$ cat src/hdl/csp_pkg.sv
// shared types and constants of the cyclic shuffle pointer chase core
`default_nettype none

package csp_pkg;

    localparam int FUNC_W   = 2;
    localparam int WORD_W   = 64;
    localparam int STATUS_W = 2;
    localparam int PASS_W   = 8;
    localparam int ESIZE_W  = 13;
    localparam int CFG_IDX_W = 2;
    localparam int CNT_W    = $clog2(WORD_W);

    localparam logic [FUNC_W-1:0] FUNC_INIT    = 2'd0;
    localparam logic [FUNC_W-1:0] FUNC_SHUFFLE = 2'd1;
    localparam logic [FUNC_W-1:0] FUNC_HOP     = 2'd2;

    localparam logic [STATUS_W-1:0] ST_DONE     = 2'd0;
    localparam logic [STATUS_W-1:0] ST_IGNORED  = 2'd1;
    localparam logic [STATUS_W-1:0] ST_FINISHED = 2'd2;

    localparam logic [CFG_IDX_W-1:0] REG_TABLE_SIZE   = 2'd0;
    localparam logic [CFG_IDX_W-1:0] REG_PASS_COUNT   = 2'd1;
    localparam logic [CFG_IDX_W-1:0] REG_ARRAY_BASE   = 2'd2;
    localparam logic [CFG_IDX_W-1:0] REG_ELEMENT_SIZE = 2'd3;

    localparam logic [PASS_W-1:0]  PASS_RESET  = 8'd1;
    localparam logic [ESIZE_W-1:0] ESIZE_RESET = 13'd8;

    typedef struct packed {
        logic busy;
        logic done;
    } mod_stat_t;

endpackage

`default_nettype wire

$ cat src/hdl/csp_mod_unit.sv
// bit-serial remainder of a 64-bit word by a narrow divisor, one bit per cycle
`default_nettype none

module csp_mod_unit import csp_pkg::*; #(
    parameter int DIV_W = 10
) (
    input  wire logic              clk,
    input  wire logic              rst_n,
    input  wire logic              start,
    input  wire logic [WORD_W-1:0] dividend,
    input  wire logic [DIV_W-1:0]  divisor,
    output logic      [DIV_W-1:0]  rem,
    output mod_stat_t              stat
);

    logic [WORD_W-1:0] dividend_reg, dividend_next;
    logic [DIV_W-1:0]  divisor_reg, divisor_next;
    logic [DIV_W-1:0]  rem_reg, rem_next;
    logic [CNT_W-1:0]  cnt_reg, cnt_next;
    logic              busy_reg, busy_next;
    logic              done_reg, done_next;
    logic [DIV_W:0]    trial;

    always_comb
    begin
        dividend_next = dividend_reg;
        divisor_next  = divisor_reg;
        rem_next      = rem_reg;
        cnt_next      = cnt_reg;
        busy_next     = busy_reg;
        done_next     = 1'b0;
        trial         = {rem_reg, dividend_reg[WORD_W-1]};
        if (start)
        begin
            dividend_next = dividend;
            divisor_next  = divisor;
            rem_next      = '0;
            cnt_next      = '0;
            busy_next     = 1'b1;
        end
        else if (busy_reg)
        begin
            // restoring step: remainder stays below the divisor
            if (trial >= {1'b0, divisor_reg})
            begin
                rem_next = DIV_W'(trial - {1'b0, divisor_reg});
            end
            else
            begin
                rem_next = DIV_W'(trial);
            end
            dividend_next = {dividend_reg[WORD_W-2:0], 1'b0};
            cnt_next      = cnt_reg + CNT_W'(1);
            if (cnt_reg == CNT_W'(WORD_W - 1))
            begin
                busy_next = 1'b0;
                done_next = 1'b1;
            end
        end
    end

    always_ff @(posedge clk or negedge rst_n)
    begin
        if (!rst_n)
        begin
            busy_reg <= 1'b0;
            done_reg <= 1'b0;
            cnt_reg  <= '0;
        end
        else
        begin
            busy_reg <= busy_next;
            done_reg <= done_next;
            cnt_reg  <= cnt_next;
        end
    end

    always_ff @(posedge clk)
    begin
        dividend_reg <= dividend_next;
        divisor_reg  <= divisor_next;
        rem_reg      <= rem_next;
    end

    assign rem       = rem_reg;
    assign stat.busy = busy_reg;
    assign stat.done = done_reg;

    a_rem_below_divisor: assert property (@(posedge clk) disable iff (!rst_n)
        done_reg |-> (rem_reg < divisor_reg))
        else $error("remainder not below divisor");

    a_no_restart_busy: assert property (@(posedge clk) disable iff (!rst_n)
        start |-> !busy_reg)
        else $error("remainder unit started while busy");

    a_done_ends_busy: assert property (@(posedge clk) disable iff (!rst_n)
        done_reg |-> !busy_reg && $past(busy_reg))
        else $error("done without a finished run");

endmodule

`default_nettype wire

$ cat config.mk
export PLATFORM = sky130hd
export DESIGN_NAME = csp_mod_unit
export DESIGN_NICKNAME = d
export VERILOG_FILES = /design/src/hdl/csp_pkg.sv /design/src/hdl/csp_mod_unit.sv
export SDC_FILE = /design/constraint.sdc
export NUM_CORES = 1
export LEC_CHECK = 0
export ABC_AREA = 1
export BUFFER_PORTS_ARGS = -buffer_cell sky130_fd_sc_hd__buf_2
export CELL_PAD_IN_SITES_DETAIL_PLACEMENT = 0
export CELL_PAD_IN_SITES_GLOBAL_PLACEMENT = 1
export CORE_ASPECT_RATIO = 0.7
export CORE_MARGIN = 2
export CORE_UTILIZATION = 41
export DETAILED_ROUTE_END_ITERATION = 7
export MAX_ROUTING_LAYER = met4
export PLACE_DENSITY = 0.84
export SKIP_LAST_GASP = 1
export SLEW_MARGIN = 0
export SYNTH_ARGS = -nofsm -noshare
export SYNTH_HDL_FRONTEND = slang
export SYNTH_SLANG_ARGS = --single-unit
$ cat constraint.sdc
create_clock -name clk -period 3.08 [get_ports clk]
set_input_delay 0.154 -clock clk [delete_from_list [all_inputs] [get_ports clk]]
set_output_delay 0.154 -clock clk [all_outputs]
set_load 0.05 [all_outputs]
# Word level (Yosys, flattened, before mapping)
# Index checks and enable logic that the tools add are counted.
# Widths: inputs -> output; s select.
totals:
  ff_bits: 92
  in_bits: 77
  output_inout_bits: 12
  elab_cells: 22
op_classes:
  addsub: 2
  order_cmp: 1
  eq_ne: 1
  n_mux: 11
  reduce_logical: 1
ops:
  columns: ["operator", "count"]
  rows:
  - ["$mux 64", 2]
  - ["$mux 6", 2]
  - ["$ge 11x10->1", 1]
  - ["$mux 10", 1]
  - ["$sub 10x10->10", 1]
  - ["$add 6x1->6 const B", 1]
  - ["$eq 6x6->1 const B", 1]
  - ["$mux 1", 6]
  - ["$reduce_bool 2->1", 1]

# Logic depth before layout (Yosys ltp)
depth:
  ltp_word: 4
  depth_mapped: 13
  depth_no_buf: 13

# Worst setup path before layout
# OpenSTA, ideal clock, no wires.
synth_timing:
  kind: "reg2reg"
  from: "register busy_reg"
  to: "register dividend_reg[0], enable pin"
  setup_ns: 0.421
  t_arrival_ns: 1.870
  required_ns: 2.659
  path_slack_ns: 0.788
  path_stages_with_launch: 3
  n_path_buf: 0
  synth_period_minus_slack_ns: 2.292
  path_cell_list: "dfrtp_1 -> nor2_1 -> inv_1"
synth_between:
  elab_chain_len: 1
synth_rtl:
  columns: ["element", "line_no", "rtl"]
  rows:
  - ["start: declaration", "csp_mod_unit.sv:20", "logic busy_reg, busy_next;"]
  - ["start signal: assignment", "csp_mod_unit.sv:72", "busy_reg <= busy_next;"]
  - ["$reduce_bool 2->1 (no source line)", null, null]
  - ["end signal: assignment", "csp_mod_unit.sv:80", "dividend_reg <= dividend_next;"]
  - ["end: declaration", "csp_mod_unit.sv:16", "logic [WORD_W-1:0] dividend_reg, dividend_next;"]
# Every way passes these cells.
# A chain may end at the register's enable or synchronous reset.

# Worst setup path in the final report
layout_timing:
  from: "register divisor_reg[4]"
  to: "register rem_reg[2], in the netlist rem[2]"
layout_between:
  elab_chain_len: 2
layout_rtl:
  columns: ["element", "line_no", "rtl"]
  rows:
  - ["start: declaration", "csp_mod_unit.sv:17", "logic [DIV_W-1:0] divisor_reg, divisor_next;"]
  - ["start signal: assignment", "csp_mod_unit.sv:81", "divisor_reg <= divisor_next;"]
  - ["$ge 11x10->1", "csp_mod_unit.sv:44", "if (trial >= {1'b0, divisor_reg})"]
  - ["$mux 10", "csp_mod_unit.sv:44", null]
  - ["end signal: assignment", "csp_mod_unit.sv:82", "rem_reg <= rem_next;"]
  - ["end: declaration", "csp_mod_unit.sv:18", "logic [DIV_W-1:0] rem_reg, rem_next;"]
# Every way passes these cells.

==> results by group <==
Global route
  • GRT Residual Overflow: 0
  • Number of global-route vias before repair: 3,289
  • Gr usage total: 17.7%
  • Pin count of the biggest net entering global routing: 70
  • Initial antenna violation count: 1
  • First-pass GRT wire length: 15.8 mm

STA
  • RSZ-0062 raised after global routing: no
  • Hold Fails Final Rpt: 0
  • Final setup viols: 0
  • Max_slew headroom: around a quarter
  • Fin crit period: 2000 ps
  • Clock skew: ~6.9 ps
  • Max Fclk: 500 MHz
  • Slew Viols, Final: 0
  • Slew @ Worst Pin: 1110 ps
  • Tcrit/Tclk final: about two thirds
  • Post-route setup TNS: 0 ps

Synth
  • Seq/Total Area, Yosys: 58.3%
  • Post-synthesis compound-gate area fraction: 2.03%
  • Ranking of synthesized cells by area: edfxtp_1 49%, nand2_1 22%, dfrtp_1 4.5%
  • Cells after synthesis: 513
  • #FFs+latches synth: 92
  • Post-Syn Area per Cell: 8.77 um2
  • Largest family of logic cells by synthesized area: simple AND/OR/NAND/NOR gates
  • Netlist cell types: 30
  • Synthesized cell area: roughly 4500 um2
  • Post-Synth XOR/XNOR Area: less than 1%
  • Post-Synth Simple-Gate Area: 29.4%
  • Post-Syn Nets: 602
  • Yosys top cell area share: 49.4%
  • Yosys Warn Count: 0
  • Adder-Cell Fraction of Synth Area: about 3.5%
  • Top cell type by total area after synthesis: edfxtp_1
  • Mux contribution to synthesized area: 0%

Drt
  • DR iter-0 viols: approximately 260
  • Total Routed Length: 9.78 mm
  • Via density: 4.58
  • Residual DRC: 0
  • Vias: 3,497
  • Routed Antenna Nets: 0
  • Router iterations before antenna repair: 4
  • WL/cell: around 13 um

Finish
  • Most frequent cells in the layout: 264 x nand2_1, 88 x buf_2, 74 x edfxtp_1
  • # fillers: about 1,000
  • Share of cells above drive strength 1: 19.4%
  • Synth-to-Final Area Change: 21.6%
  • Final instance area: 5470 um2
  • Largest register FFs: 64
  • Most common cell after layout, fill and taps aside: nand2_1
  • Nets: 698

Critical path
  • FF-to-FF setup slack: 1080 ps
  • Max incr delay on CP: between 300 and 400 ps
  • R2R Path End: rem[2]
  • Critical path class: register to register
  • Req. time, crit path: 3340 ps
  • Top delay family on crit path: simple AND/OR/NAND/NOR gates
  • Worst r2r src: divisor_reg[4]
  • CP Cell Sequence: inv_1, ha_1, nand2_1, nand2_1, a21oi_1, nand2_2, nand2_2, nand2_2, nand2_1, nand3_1, o21ai_0
  • Buf/Inv on CP: 1
  • Startpoint types: register
  • Crit. End Element: register
  • Crit path max-delay cell type: ha_1
  • Critical Path Fanout Max: 12
  • Worst r2r path cells: 11
  • Worst EP arrival: between 2000 and 2500 ps

Place
  • GP Congestion: ~0.9
  • HPWL reported at the end of detailed placement: 6.69 mm
  • Count of input and output buffers: 88
  • Dpl cell area: 5070 um2

Power and ir drop
  • Pleak: about 2.8 nW
  • Pwr dens: 730 nW/um2
  • Maximum vdd drop: 0.352 mV

Floorplan
  • Row cnt: 31
  • Starting Density: 42.8%
  • Core area: about 11,000 um2
  • I/O pin total: 89
  • Chip width: 129 um
  • Die Ht: 91.6 um
  • Die ar.: 11,800 um2

CTS
  • H-Tree Depth: 3
  • Clock Sinks: 92
  • CTS Buf Count: 9
  • Post-CTS Resized: 0
  • Clock tree buffer depth: 2
  • CTS clock-pin slew for the worst setup and hold paths: 60 ps
  • CTS root buf: clkbuf_16
  • Clock Latency Late Sink: ~330 ps
  • CTS tree: done

Run
  • Max-Cap Viols: 0

Min path
  • Min-delay worst type: primary input to register
  • Worst hold start: dividend[0]
  • Hold Path Sink: dividend_reg[0]
  • WHS Path Cells: 3

Status
  • Status: finished, final reports clean
[per-stage QoR]
stage	cells	worst slack [ps]	util [%]	power [W]	hold slack, ps
global placement	735	1180	48.2	0.00290	8.51
floorplan	513	788	-	0.00260	-142
detailed placement	735	1100	48.2	0.00292	9.78
CTS	761	1070	51.9	0.00402	0.441
finish	763	1080	52.0	0.00399	73.9
global route	763	901	52.0	0.00425	72.2
[cell families after synthesis]
logic type	Yosys count
AND/OR/NAND/NOR	324
flip-flops	92
buffers and inverters	65
AO/OA/AOI/OAI	17
adder cells (fa/ha/maj)	12
XOR/XNOR	3
[power by group]
group	total (W)	internal [W]	switching [W]
Clock	0.00108	0.000630	0.000446
Combinational	0.00131	0.000445	0.000867
Sequential	0.00160	0.00151	0.0000972
Total	0.00399	0.00258	0.00141
[synthesized netlist by cell type, drive strengths merged]
cell	number
nand3	26
clkinv	1
a22o	1
clkbuf	12
buf	7
nor2	19
nand3b	5
or2	1
fa	1
dfxtp	10
o21ai	9
a21oi	6
dfrtp	8
nand4	2
ha	11
nor3	2
xor2	2
xnor2	1
edfxtp	74
nand2	269
inv	45
o211ai	1
[worst max-delay path by stage]
stage	startpoint	cells past startpoint	endpoint	slack [ps]
finish	divisor_reg[4]	11	rem[2]	1080
global route	divisor_reg[4]	11	rem[0]	900
CTS	rem[1]	9	rem[3]	1070
detailed placement	divisor_reg[4]	11	rem[3]	1100
global placement	divisor_reg[4]	11	rem[4]	1180
floorplan	busy_reg	2	dividend_reg[0]	790
[layer usage]
layer | vias up | track usage, % | part of all wire [%]
li1 | 1821 | - | -
met1 | 1584 | 26.0 | 51
met2 | 86 | 24.4 | 43
met3 | 6 | 4.67 | 6.1
met4 | 0 | 4.62 | 0.62
met5 | - | - | 0
[timing repair]
action | CTS | global route
hold buffers | 10 | 1
buffers inserted | 0 | 0
endpoints found under the hold margin | 17 | 1
[final cells by class]
type | count | area [um2] | share of cell area (%)
flip-flops and latches | 92 | 2620 | 48.0
multi-input cells | 356 | 1600 | 29.2
clock buffers | 12 | 236 | 4.32
clock inverters | 4 | 48.8 | 0.892
diodes | 1 | 2.50 | 0.0458
repair buffers | 104 | 601 | 11.0
inverters | 46 | 173 | 3.16
well taps | 148 | 185 | 3.39
[worst register-to-register path, delay by kind of cell (launching register included)]
kind	cells	cell delay, ps
and+or+nand+nor	7	920
adders and majority gates	1	360
DFF	1	320
AOI/OAI and AO/OA	2	300
buffers and inverters	1	40
No activity file was read; power rests on OpenSTA's default activity.
